File: src/ppdr_pkg.sv
// shared types, constants and arctangent table for the planar pose integrator
`default_nettype none
package ppdr_pkg;

  typedef logic signed [31:0] pos_t;
  typedef logic        [31:0] angle_t;
  typedef logic signed [15:0] speed_t;
  typedef logic        [15:0] step_t;

  localparam int CORDIC_ITERS = 16;
  localparam int ATAN_ENTRIES = 24;
  // iterations actually run: capped by the table length
  localparam int ITER_COUNT = (CORDIC_ITERS < ATAN_ENTRIES) ? CORDIC_ITERS : ATAN_ENTRIES;
  localparam int ITER_W = $clog2(ATAN_ENTRIES);

  // cordic datapath width: Q2.30 plus headroom
  localparam int CW = 34;
  typedef logic signed [CW-1:0] cord_t;

  // start vector: 1/gain in Q2.30
  localparam logic [31:0] CORDIC_X0 = 32'h26DD_3B6A;
  localparam logic [31:0] QUARTER_HALF = 32'h2000_0000;

  // arctangent of 2^-i in binary-angle units
  localparam logic [31:0] ATAN_TAB [ATAN_ENTRIES] = '{
    32'h20000000, 32'h12E4051E, 32'h09FB385B, 32'h051111D4, 32'h028B0D43, 32'h0145D7E1,
    32'h00A2F61E, 32'h00517C55, 32'h0028BE53, 32'h00145F2F, 32'h000A2F98, 32'h000517CC,
    32'h00028BE6, 32'h000145F3, 32'h0000A2FA, 32'h0000517D, 32'h000028BE, 32'h0000145F,
    32'h00000A30, 32'h00000518, 32'h0000028C, 32'h00000146, 32'h000000A3, 32'h00000051
  };

  // register indexes of the configuration port
  localparam logic REG_STEP_TIME = 1'b0;
  localparam logic REG_HOLONOMIC = 1'b1;

endpackage
`default_nettype wire

File: src/ppdr_in_if.sv
// input channel: velocity step with optional start pose
`default_nettype none
interface ppdr_in_if;
  logic              valid;
  logic              ready;
  logic              start_req;
  ppdr_pkg::pos_t    init_x;
  ppdr_pkg::pos_t    init_y;
  ppdr_pkg::angle_t  init_heading;
  ppdr_pkg::speed_t  vel_forward;
  ppdr_pkg::speed_t  vel_lateral;
  ppdr_pkg::speed_t  turn_rate;

  modport source (output valid, start_req, init_x, init_y, init_heading,
                  output vel_forward, vel_lateral, turn_rate, input ready);
  modport sink   (input valid, start_req, init_x, init_y, init_heading,
                  input vel_forward, vel_lateral, turn_rate, output ready);
endinterface
`default_nettype wire

File: src/ppdr_out_if.sv
// output channel: pose after one step
`default_nettype none
interface ppdr_out_if;
  logic              valid;
  logic              ready;
  ppdr_pkg::pos_t    pos_x;
  ppdr_pkg::pos_t    pos_y;
  ppdr_pkg::angle_t  heading;

  modport source (output valid, pos_x, pos_y, heading, input ready);
  modport sink   (input valid, pos_x, pos_y, heading, output ready);
endinterface
`default_nettype wire

File: src/planar_pose_dead_reckoning.sv
// top level: planar pose integrator with iterative cordic and shared multiplier
//
//   channel   dir   payload                                          handshake
//   in_ch     in    start_req, init_x/y, init_heading, vel_*, turn   valid/ready
//   out_ch    out   pos_x, pos_y, heading                            valid/ready
//   cfg       in    cfg_index (1 bit), cfg_data (16 bit)             cfg_we only
//
// a step runs the cordic loop on a shared add/shift unit, then a rounding state
// that also forms the heading step on the single shared multiplier, then the
// multiply states S_MX1..S_MY3 on that multiplier; a new transfer is taken
// only once the sequencer is back in idle, after the last step has left S_MY3
// in_ch.ready is high only while the sequencer is idle
// a finished pose waits in the output register; the next step may already run
// and only stalls in its last cycle if the previous pose is still untaken
// reset (synchronous, rst high) clears the pose to zero and loads the default
// step time and differential mode
`default_nettype none
module planar_pose_dead_reckoning (
  input  wire logic        clk,
  input  wire logic        rst,
  input  wire logic        cfg_we,
  input  wire logic        cfg_index,
  input  wire logic [15:0] cfg_data,
  ppdr_in_if.sink          in_ch,
  ppdr_out_if.source       out_ch
);

  localparam int CW = ppdr_pkg::CW;
  localparam int IW = ppdr_pkg::ITER_W;

  // sequencer codes
  localparam logic [3:0] S_IDLE  = 4'd0;
  localparam logic [3:0] S_ITER  = 4'd1;
  localparam logic [3:0] S_ROUND = 4'd2;
  localparam logic [3:0] S_MX1   = 4'd3;
  localparam logic [3:0] S_MX2   = 4'd4;
  localparam logic [3:0] S_MX3   = 4'd5;
  localparam logic [3:0] S_MY1   = 4'd6;
  localparam logic [3:0] S_MY2   = 4'd7;
  localparam logic [3:0] S_MY3   = 4'd8;

  localparam logic [IW-1:0] LAST_ITER = IW'(ppdr_pkg::ITER_COUNT - 1);

  // configuration
  ppdr_pkg::step_t   step_time;
  logic              holonomic_mode;

  // pose state
  ppdr_pkg::pos_t    acc_x;
  ppdr_pkg::pos_t    acc_y;
  ppdr_pkg::angle_t  acc_heading;

  // latched step inputs
  ppdr_pkg::speed_t  vf;
  ppdr_pkg::speed_t  vl;
  ppdr_pkg::speed_t  w;

  // cordic registers
  ppdr_pkg::cord_t   cx;
  ppdr_pkg::cord_t   cy;
  ppdr_pkg::cord_t   cz;
  logic [1:0]        quad;
  logic [IW-1:0]     iter;

  // trig results in Q1.14, heading delta and velocity accumulator
  logic signed [15:0] cos_q;
  logic signed [15:0] sin_q;
  ppdr_pkg::angle_t   head_delta;
  ppdr_pkg::cord_t    dv;

  logic [3:0]         state;

  // output register
  logic               out_valid;
  ppdr_pkg::pos_t     out_x;
  ppdr_pkg::pos_t     out_y;
  ppdr_pkg::angle_t   out_heading;

  logic in_xfer;
  logic out_free;
  logic pose_load;
  assign in_ch.ready = (state == S_IDLE);
  assign in_xfer     = in_ch.valid && in_ch.ready;
  assign out_free    = !out_valid || out_ch.ready;
  // last step cycle with room in the output register
  assign pose_load   = (state == S_MY3) && out_free;

  assign out_ch.valid   = out_valid;
  assign out_ch.pos_x   = out_x;
  assign out_ch.pos_y   = out_y;
  assign out_ch.heading = out_heading;

  // heading before the step and its quadrant split
  ppdr_pkg::angle_t start_ang;
  ppdr_pkg::angle_t shifted_ang;
  assign start_ang   = in_ch.start_req ? in_ch.init_heading : acc_heading;
  assign shifted_ang = start_ang + ppdr_pkg::QUARTER_HALF;

  // shared cordic add/shift unit
  ppdr_pkg::cord_t sh_x;
  ppdr_pkg::cord_t sh_y;
  ppdr_pkg::cord_t atan_val;
  assign sh_x     = cx >>> iter;
  assign sh_y     = cy >>> iter;
  assign atan_val = CW'({2'b00, ppdr_pkg::ATAN_TAB[iter]});

  // rounding to Q1.14 with clamp, then quadrant rotation
  ppdr_pkg::cord_t     cx_rnd;
  ppdr_pkg::cord_t     cy_rnd;
  logic signed [17:0]  c_full;
  logic signed [17:0]  s_full;
  logic signed [15:0]  c_clip;
  logic signed [15:0]  s_clip;
  logic signed [15:0]  cos_next;
  logic signed [15:0]  sin_next;

  assign cx_rnd = cx + CW'(32768);
  assign cy_rnd = cy + CW'(32768);
  assign c_full = cx_rnd[CW-1:16];
  assign s_full = cy_rnd[CW-1:16];

  always_comb begin
    if (c_full > 18'sd16384) begin
      c_clip = 16'sd16384;
    end else if (c_full < -18'sd16384) begin
      c_clip = -16'sd16384;
    end else begin
      c_clip = c_full[15:0];
    end
    if (s_full > 18'sd16384) begin
      s_clip = 16'sd16384;
    end else if (s_full < -18'sd16384) begin
      s_clip = -16'sd16384;
    end else begin
      s_clip = s_full[15:0];
    end
    case (quad)
      2'd0: begin
        cos_next = c_clip;
        sin_next = s_clip;
      end
      2'd1: begin
        cos_next = -s_clip;
        sin_next = c_clip;
      end
      2'd2: begin
        cos_next = -c_clip;
        sin_next = -s_clip;
      end
      default: begin
        cos_next = s_clip;
        sin_next = -c_clip;
      end
    endcase
  end

  // shared multiplier, operands chosen by the sequencer
  logic signed [CW-1:0] mul_a;
  logic signed [17:0]   mul_b;
  logic signed [51:0]   prod;
  logic signed [51:0]   prod_rnd;
  ppdr_pkg::pos_t       step_dist;
  logic signed [17:0]   dt_s;

  assign dt_s = $signed({2'b00, step_time});

  always_comb begin
    case (state)
      S_ROUND: begin
        mul_a = CW'(w);
        mul_b = dt_s;
      end
      S_MX1: begin
        mul_a = CW'(vf);
        mul_b = 18'(cos_q);
      end
      S_MX2: begin
        mul_a = CW'(vl);
        mul_b = 18'(sin_q);
      end
      S_MY1: begin
        mul_a = CW'(vf);
        mul_b = 18'(sin_q);
      end
      S_MY2: begin
        mul_a = CW'(vl);
        mul_b = 18'(cos_q);
      end
      S_MX3, S_MY3: begin
        mul_a = dv;
        mul_b = dt_s;
      end
      default: begin
        mul_a = '0;
        mul_b = '0;
      end
    endcase
  end

  assign prod      = 52'(mul_a * mul_b);
  // 2^-42 m to 2^-16 m, round half up
  assign prod_rnd  = prod + 52'sd33554432;
  assign step_dist = 32'({{6{prod_rnd[51]}}, prod_rnd[51:26]});

  // configuration writes
  always_ff @(posedge clk) begin
    if (rst) begin
      step_time      <= 16'd3277;
      holonomic_mode <= 1'b0;
    end else if (cfg_we) begin
      case (cfg_index)
        ppdr_pkg::REG_STEP_TIME: step_time      <= cfg_data;
        ppdr_pkg::REG_HOLONOMIC: holonomic_mode <= cfg_data[0];
        default: ;
      endcase
    end
  end

  // sequencer and pose state
  always_ff @(posedge clk) begin
    if (rst) begin
      state       <= S_IDLE;
      acc_x       <= '0;
      acc_y       <= '0;
      acc_heading <= '0;
      out_valid   <= 1'b0;
      iter        <= '0;
    end else begin
      // pose register: loaded on completion, cleared once taken
      out_valid <= pose_load || (out_valid && !out_ch.ready);
      case (state)
        S_IDLE: begin
          if (in_xfer) begin
            if (in_ch.start_req) begin
              acc_x       <= in_ch.init_x;
              acc_y       <= in_ch.init_y;
              acc_heading <= in_ch.init_heading;
            end
            iter  <= '0;
            state <= S_ITER;
          end
        end
        S_ITER: begin
          iter <= iter + 1'b1;
          if (iter == LAST_ITER) begin
            state <= S_ROUND;
          end
        end
        S_ROUND: state <= S_MX1;
        S_MX1:   state <= S_MX2;
        S_MX2:   state <= S_MX3;
        S_MX3: begin
          acc_x <= acc_x + step_dist;
          state <= S_MY1;
        end
        S_MY1:   state <= S_MY2;
        S_MY2:   state <= S_MY3;
        S_MY3: begin
          // hold here while the previous pose is still waiting
          if (out_free) begin
            acc_y       <= acc_y + step_dist;
            acc_heading <= acc_heading + head_delta;
            state       <= S_IDLE;
          end
        end
        default: state <= S_IDLE;
      endcase
    end
  end

  // datapath registers
  always_ff @(posedge clk) begin
    case (state)
      S_IDLE: begin
        if (in_xfer) begin
          vf   <= in_ch.vel_forward;
          vl   <= holonomic_mode ? in_ch.vel_lateral : 16'sd0;
          w    <= in_ch.turn_rate;
          quad <= shifted_ang[31:30];
          cx   <= CW'($signed({2'b00, ppdr_pkg::CORDIC_X0}));
          cy   <= '0;
          cz   <= CW'($signed({2'b00, shifted_ang[29:0]}))
                  - CW'($signed({2'b00, ppdr_pkg::QUARTER_HALF}));
        end
      end
      S_ITER: begin
        // rotate toward zero residual angle
        if (!cz[CW-1]) begin
          cx <= cx - sh_y;
          cy <= cy + sh_x;
          cz <= cz - atan_val;
        end else begin
          cx <= cx + sh_y;
          cy <= cy - sh_x;
          cz <= cz + atan_val;
        end
      end
      S_ROUND: begin
        cos_q      <= cos_next;
        sin_q      <= sin_next;
        // heading step is 2 * turn_rate * step_time, wrapping
        head_delta <= {prod[30:0], 1'b0};
      end
      S_MX1, S_MY1: dv <= prod[CW-1:0];
      S_MX2:        dv <= dv - prod[CW-1:0];
      S_MY2:        dv <= dv + prod[CW-1:0];
      S_MY3: begin
        if (out_free) begin
          out_x       <= acc_x;
          out_y       <= acc_y + step_dist;
          out_heading <= acc_heading + head_delta;
        end
      end
      default: ;
    endcase
  end

endmodule
`default_nettype wire

File: src/flat_wrapper.sv
// flat-port wrapper written by rule: the top's interface ports become plain ports
module planar_pose_dead_reckoning_flat 
  (clk, rst, cfg_we, cfg_index, cfg_data, in_ch_valid, in_ch_start_req, in_ch_init_x, in_ch_init_y, in_ch_init_heading, in_ch_vel_forward, in_ch_vel_lateral, in_ch_turn_rate, in_ch_ready, out_ch_valid, out_ch_pos_x, out_ch_pos_y, out_ch_heading, out_ch_ready);
  ppdr_in_if in_ch_i ();
  ppdr_out_if out_ch_i ();
  input  wire logic clk;
  input  wire logic rst;
  input  wire logic cfg_we;
  input  wire logic cfg_index;
  input  wire logic [15:0] cfg_data;
  input wire logic [$bits(in_ch_i.valid)-1:0] in_ch_valid;
  input wire logic [$bits(in_ch_i.start_req)-1:0] in_ch_start_req;
  input wire logic [$bits(in_ch_i.init_x)-1:0] in_ch_init_x;
  input wire logic [$bits(in_ch_i.init_y)-1:0] in_ch_init_y;
  input wire logic [$bits(in_ch_i.init_heading)-1:0] in_ch_init_heading;
  input wire logic [$bits(in_ch_i.vel_forward)-1:0] in_ch_vel_forward;
  input wire logic [$bits(in_ch_i.vel_lateral)-1:0] in_ch_vel_lateral;
  input wire logic [$bits(in_ch_i.turn_rate)-1:0] in_ch_turn_rate;
  output wire logic [$bits(in_ch_i.ready)-1:0] in_ch_ready;
  output wire logic [$bits(out_ch_i.valid)-1:0] out_ch_valid;
  output wire logic [$bits(out_ch_i.pos_x)-1:0] out_ch_pos_x;
  output wire logic [$bits(out_ch_i.pos_y)-1:0] out_ch_pos_y;
  output wire logic [$bits(out_ch_i.heading)-1:0] out_ch_heading;
  input wire logic [$bits(out_ch_i.ready)-1:0] out_ch_ready;
  assign in_ch_i.valid = in_ch_valid;
  assign in_ch_i.start_req = in_ch_start_req;
  assign in_ch_i.init_x = in_ch_init_x;
  assign in_ch_i.init_y = in_ch_init_y;
  assign in_ch_i.init_heading = in_ch_init_heading;
  assign in_ch_i.vel_forward = in_ch_vel_forward;
  assign in_ch_i.vel_lateral = in_ch_vel_lateral;
  assign in_ch_i.turn_rate = in_ch_turn_rate;
  assign in_ch_ready = in_ch_i.ready;
  assign out_ch_valid = out_ch_i.valid;
  assign out_ch_pos_x = out_ch_i.pos_x;
  assign out_ch_pos_y = out_ch_i.pos_y;
  assign out_ch_heading = out_ch_i.heading;
  assign out_ch_i.ready = out_ch_ready;
  planar_pose_dead_reckoning u_core (.clk(clk), .rst(rst), .cfg_we(cfg_we), .cfg_index(cfg_index), .cfg_data(cfg_data), .in_ch(in_ch_i), .out_ch(out_ch_i));
endmodule
File: config.mk
export PLATFORM = sky130hd
export DESIGN_NAME = planar_pose_dead_reckoning_flat
export DESIGN_NICKNAME = d
export VERILOG_FILES = /design/src/ppdr_pkg.sv /design/src/ppdr_in_if.sv /design/src/ppdr_out_if.sv /design/src/planar_pose_dead_reckoning.sv /design/src/flat_wrapper.sv
export SDC_FILE = /design/constraint.sdc
export NUM_CORES = 2
export LEC_CHECK = 0
export ABC_CLOCK_PERIOD_IN_PS = 15530
export BUFFER_PORTS_ARGS = -buffer_cell sky130_fd_sc_hd__clkbuf_2
export CAP_MARGIN = 20
export CORE_UTILIZATION = 65
export CTS_CLUSTER_DIAMETER = 80
export DETAILED_ROUTE_END_ITERATION = 10
export MAX_ROUTING_LAYER = met4
export PLACE_DENSITY_LB_ADDON = 0.25
export RECOVER_POWER = 50
export SLEW_MARGIN = 20
export SYNTH_ARGS = -nofsm -noshare
export SYNTH_HDL_FRONTEND = slang
export SYNTH_SLANG_ARGS = --single-unit
File: constraint.sdc
create_clock -name clk -period 15.53 [get_ports clk]
set_input_delay 0.7765 -clock clk [delete_from_list [all_inputs] [get_ports clk]]
set_output_delay 0.7765 -clock clk [all_outputs]
set_load 0.005 [all_outputs]
==> results.rst <==
.. list-table::
   :header-rows: 1

   * - Metric
     - Value
   * - Result of the run
     - complete, but fails checks
   * - Violated checks
     - capacitance limit, slew limit
   * - GRT Overall Usage
     - 0.4228
   * - Die Span X
     - 304.9 um
   * - Relative slew margins
     - -1.823
   * - Pre-Repair DR Iteration Count
     - 9
   * - Max stage delay cell, worst path
     - sky130_fd_sc_hd__nor4b_1
   * - Unrepaired setup endpoints after global routing
     - false
   * - Floorplan die area
     - 92950 sq um
   * - Standard cell area after detailed placement
     - 61660 sq um
   * - Number of I/O port buffers
     - 264
   * - Most repeated library cell on the critical path
     - sky130_fd_sc_hd__fa_1
   * - Nets in the synthesized netlist
     - 7946
   * - Worst Path Required
     - 16090 ps
   * - Standard-cell rows
     - 110
   * - Cell at the root of the clock tree
     - sky130_fd_sc_hd__clkbuf_16
   * - Worst skew pair latency
     - 680 ps
   * - Remaining antenna violation count
     - 0
   * - Total number of nets in the final design
     - 7982
   * - Detailed-placement wirelength estimate
     - 149600 um
   * - Top_reg_cell synth
     - sky130_fd_sc_hd__edfxtp_1
   * - Commonest cells after routing, fill and taps aside
     - sky130_fd_sc_hd__nand2_1, sky130_fd_sc_hd__inv_1, sky130_fd_sc_hd__nor2_1
   * - Number of clock buffers inserted by TritonCTS
     - 55
   * - Setup Crit Path Kind
     - register to register
   * - Post-synth top area cell
     - sky130_fd_sc_hd__fa_1
   * - Core Footprint
     - 90420 sq um
   * - Total congestion overflow after global routing
     - 0
   * - Cell variety after synth
     - 98
   * - Count of state elements after synthesis
     - 468
   * - Final period demand of the worst path
     - 14060 ps
   * - Ys async rst share
     - 0
   * - Combined area of all synthesized cells
     - 59630 sq um
   * - Final routed wirelength across all metal layers
     - 191700 um
   * - Buffer levels on the longest clock path
     - 3
   * - Max-cap violations
     - 10
   * - Critical path fanouts, max
     - 45
   * - Hold Violations, Final
     - 0
   * - Post-synthesis to final-layout area growth
     - 6.597%
   * - Hold buffer count at cts
     - 0
   * - Share of post-route cells with drive strength above 1
     - 0.07911
   * - Hold Crit Class
     - input port to register
   * - Vias in the first global route
     - 51410
   * - Via-per-instance ratio
     - 6.449
   * - Actual slew at the worst max-slew pin
     - 4235 ps
   * - Post-route cell area
     - 63560 sq um
   * - Post-CTS clock slew at the launch and capture registers of the worst setup and hold paths
     - 70 ps
   * - Setup Viol. Count Final
     - 0
   * - Syn Area/Cell
     - 8.743 sq um
   * - Final clock period utilization by the worst path
     - 0.9054
   * - Critical Path Source Type
     - register
   * - Worst supply voltage drop on vdd
     - 177.8 uV
   * - Post-layout power
     - 7843 uW
   * - Clock tree from TritonCTS
     - yes
   * - Drt initial violations
     - 5366
   * - Maximum number of pins on one net before global-route repair
     - 86
   * - H-tree lvl count
     - 2
   * - Clk sink count
     - 468
   * - Type of destination of the critical path
     - register
   * - DRC violations left
     - 0
   * - Area share of the leading cell type in the synthesized netlist
     - 0.1991
   * - Antenna violations before repair
     - 10
   * - Global-route wire length before repair
     - 294200 um
   * - Share of the yosys chip area belonging to registers
     - 0.2150
   * - Number of gates resized after cts
     - 0
   * - Total vias in the final route
     - 52170
   * - Average routed wire per standard cell
     - 23.70 um
   * - Cell leakage power
     - 0.02855 uW
   * - Main area contributors after synthesis
     - sky130_fd_sc_hd__fa_1, sky130_fd_sc_hd__edfxtp_1, sky130_fd_sc_hd__ha_1
   * - Longest individual stage delay on the worst path
     - 1400 ps
   * - Placer Congestion
     - 1.051
   * - Synthesized instance count
     - 6820
   * - Peak clock frequency supported by timing
     - 71.12 MHz
   * - Final worst clock skew
     - 25.56 ps
   * - Power per cell area
     - 123.4 nW/um^2
   * - Instance count after placement with tap cells included
     - 7974
   * - Final Non-Filler Cells
     - 8089
   * - Initial cell density of the core
     - 0.6594
   * - Chip height
     - 304.9 um
   * - Top-level I/O count
     - 265
   * - Sum of negative setup slack
     - 0 ps
   * - Post-CTS Setup Bufs
     - 0
   * - Count of synthesis-stage warnings from yosys
     - 0
   * - Most frequent standard cell in the layout excluding fill and tap cells
     - sky130_fd_sc_hd__nand2_1
   * - Final number of max-transition violations
     - 436
   * - Crit path arrival time
     - 14620 ps
   * - EDFF count, synth
     - 345
state kept, by name, summed over array words and instances, names as in the netlist, 31 cells and up:
name,cells
u_core.cx,34
u_core.cy,34
u_core.cz,34
u_core.dv,34
u_core.acc_heading,32
u_core.acc_x,32
u_core.acc_y,32
u_core.out_ch.heading,32
u_core.out_ch.pos_x,32
u_core.out_ch.pos_y,32
u_core.head_delta,31
path summary, 6_finish.rpt:
check / from / to / slack (ps) / depth (start not counted)
worst max-delay path: u_core.state[1] / u_core.acc_x[29] / 1470 / 39
worst min-delay path: in_ch_turn_rate[8] / u_core.w[8] / 270 / 1
worst max register to register: u_core.state[1] / u_core.acc_x[29] / 1470 / 39
worst min register to register: u_core.step_time[13] / u_core.step_time[13] / 470 / 2
final cells by class:
| cell class | instances | area [sq um] |
|---|---|---|
| clock buffers | 78 | 1692 |
| flip-flops and latches | 468 | 12830 |
| inverters | 769 | 2889 |
| well taps | 1176 | 1471 |
| multi-input cells | 5226 | 42580 |
| fillers | 7232 | 26860 |
| repair buffers | 336 | 1737 |
| clock inverters | 25 | 326.6 |
| diodes | 11 | 27.53 |
metrics by stage:
stage,setup slack [ps],util,hold WS (ps)
floorplan,2419,-,429.3
global placement,2548,0.6819,441.3
detailed placement,2450,0.6819,457.3
CTS,2404,0.7043,250.4
global route,942.7,0.7029,271.3
finish,1469,0.7029,268.5
layer usage:
metal / up-vias / global-route usage / share of wire
li1: 23250 / - / -
met1: 25440 / 0.5231 / 0.38
met2: 2837 / 0.6667 / 0.46
met3: 636 / 0.08261 / 0.10
met4: 0 / 0.2028 / 0.056
met5: - / - / 0
synth_stat cells, types with 14 or more instances:
library cell and instances:
sky130_fd_sc_hd__o21bai_1 35, sky130_fd_sc_hd__mux2i_1 78, sky130_fd_sc_hd__edfxtp_1 345, sky130_fd_sc_hd__and3_1 50
sky130_fd_sc_hd__a21oi_1 435, sky130_fd_sc_hd__o211ai_1 32, sky130_fd_sc_hd__or3_1 35, sky130_fd_sc_hd__ha_1 366
sky130_fd_sc_hd__a21o_1 155, sky130_fd_sc_hd__nor3_1 70, sky130_fd_sc_hd__nand4_1 49, sky130_fd_sc_hd__mux4_2 98
sky130_fd_sc_hd__nand3b_1 32, sky130_fd_sc_hd__mux2_2 40, sky130_fd_sc_hd__nand3_1 112, sky130_fd_sc_hd__clkbuf_1 300
sky130_fd_sc_hd__o21a_1 63, sky130_fd_sc_hd__nor3b_1 15, sky130_fd_sc_hd__xnor2_1 251, sky130_fd_sc_hd__nand2b_1 64
sky130_fd_sc_hd__xor2_1 170, sky130_fd_sc_hd__fa_1 593, sky130_fd_sc_hd__nor2_1 676, sky130_fd_sc_hd__and2_1 75
sky130_fd_sc_hd__buf_2 15, sky130_fd_sc_hd__o31ai_1 25, sky130_fd_sc_hd__a21boi_0 14, sky130_fd_sc_hd__dfxtp_1 123
sky130_fd_sc_hd__nor4_1 21, sky130_fd_sc_hd__buf_1 41, sky130_fd_sc_hd__nand2_1 921, sky130_fd_sc_hd__a311oi_1 46
sky130_fd_sc_hd__nor2b_1 46, sky130_fd_sc_hd__o21ai_0 274, sky130_fd_sc_hd__and4_1 22, sky130_fd_sc_hd__a31oi_1 43
sky130_fd_sc_hd__a211oi_1 77, sky130_fd_sc_hd__inv_1 766, sky130_fd_sc_hd__or2_2 18, sky130_fd_sc_hd__a22oi_1 24
kinds of logic (layout without fill, tap and decap cells):
kind of cell,count (synthesis),after routing,synth area share
AO/OA/AOI/OAI,1382,1382,0.1486
multiplexers,216,216,0.05766
AND/OR/NAND/NOR,2245,2245,0.1686
flip-flops,468,468,0.2150
other,0,11,0
adder cells (fa/ha/maj),959,959,0.2759
buffers and inverters,1126,1208,0.07126
XOR/XNOR,424,424,0.06287
where the power goes:
part / total (uW) / internal, uW / leakage [uW] / switching (uW)
Combinational: 4530 / 1890 / 0.0233 / 2640
Sequential: 1870 / 1590 / 0.00429 / 280
Clock: 1440 / 836 / 0.000971 / 608
critical path: cells and delay by family, from the launching register on:
| family | cells | cell delay [ps] |
|---|---|---|
| XOR/XNOR | 3 | 1200 |
| buffers and inverters | 6 | 990 |
| AND/OR/NAND/NOR | 13 | 4540 |
| adder cells (fa/ha/maj) | 8 | 3840 |
| flip-flops | 1 | 690 |
| AO/OA/AOI/OAI | 9 | 2650 |
Power figures use the tool's default switching activity.
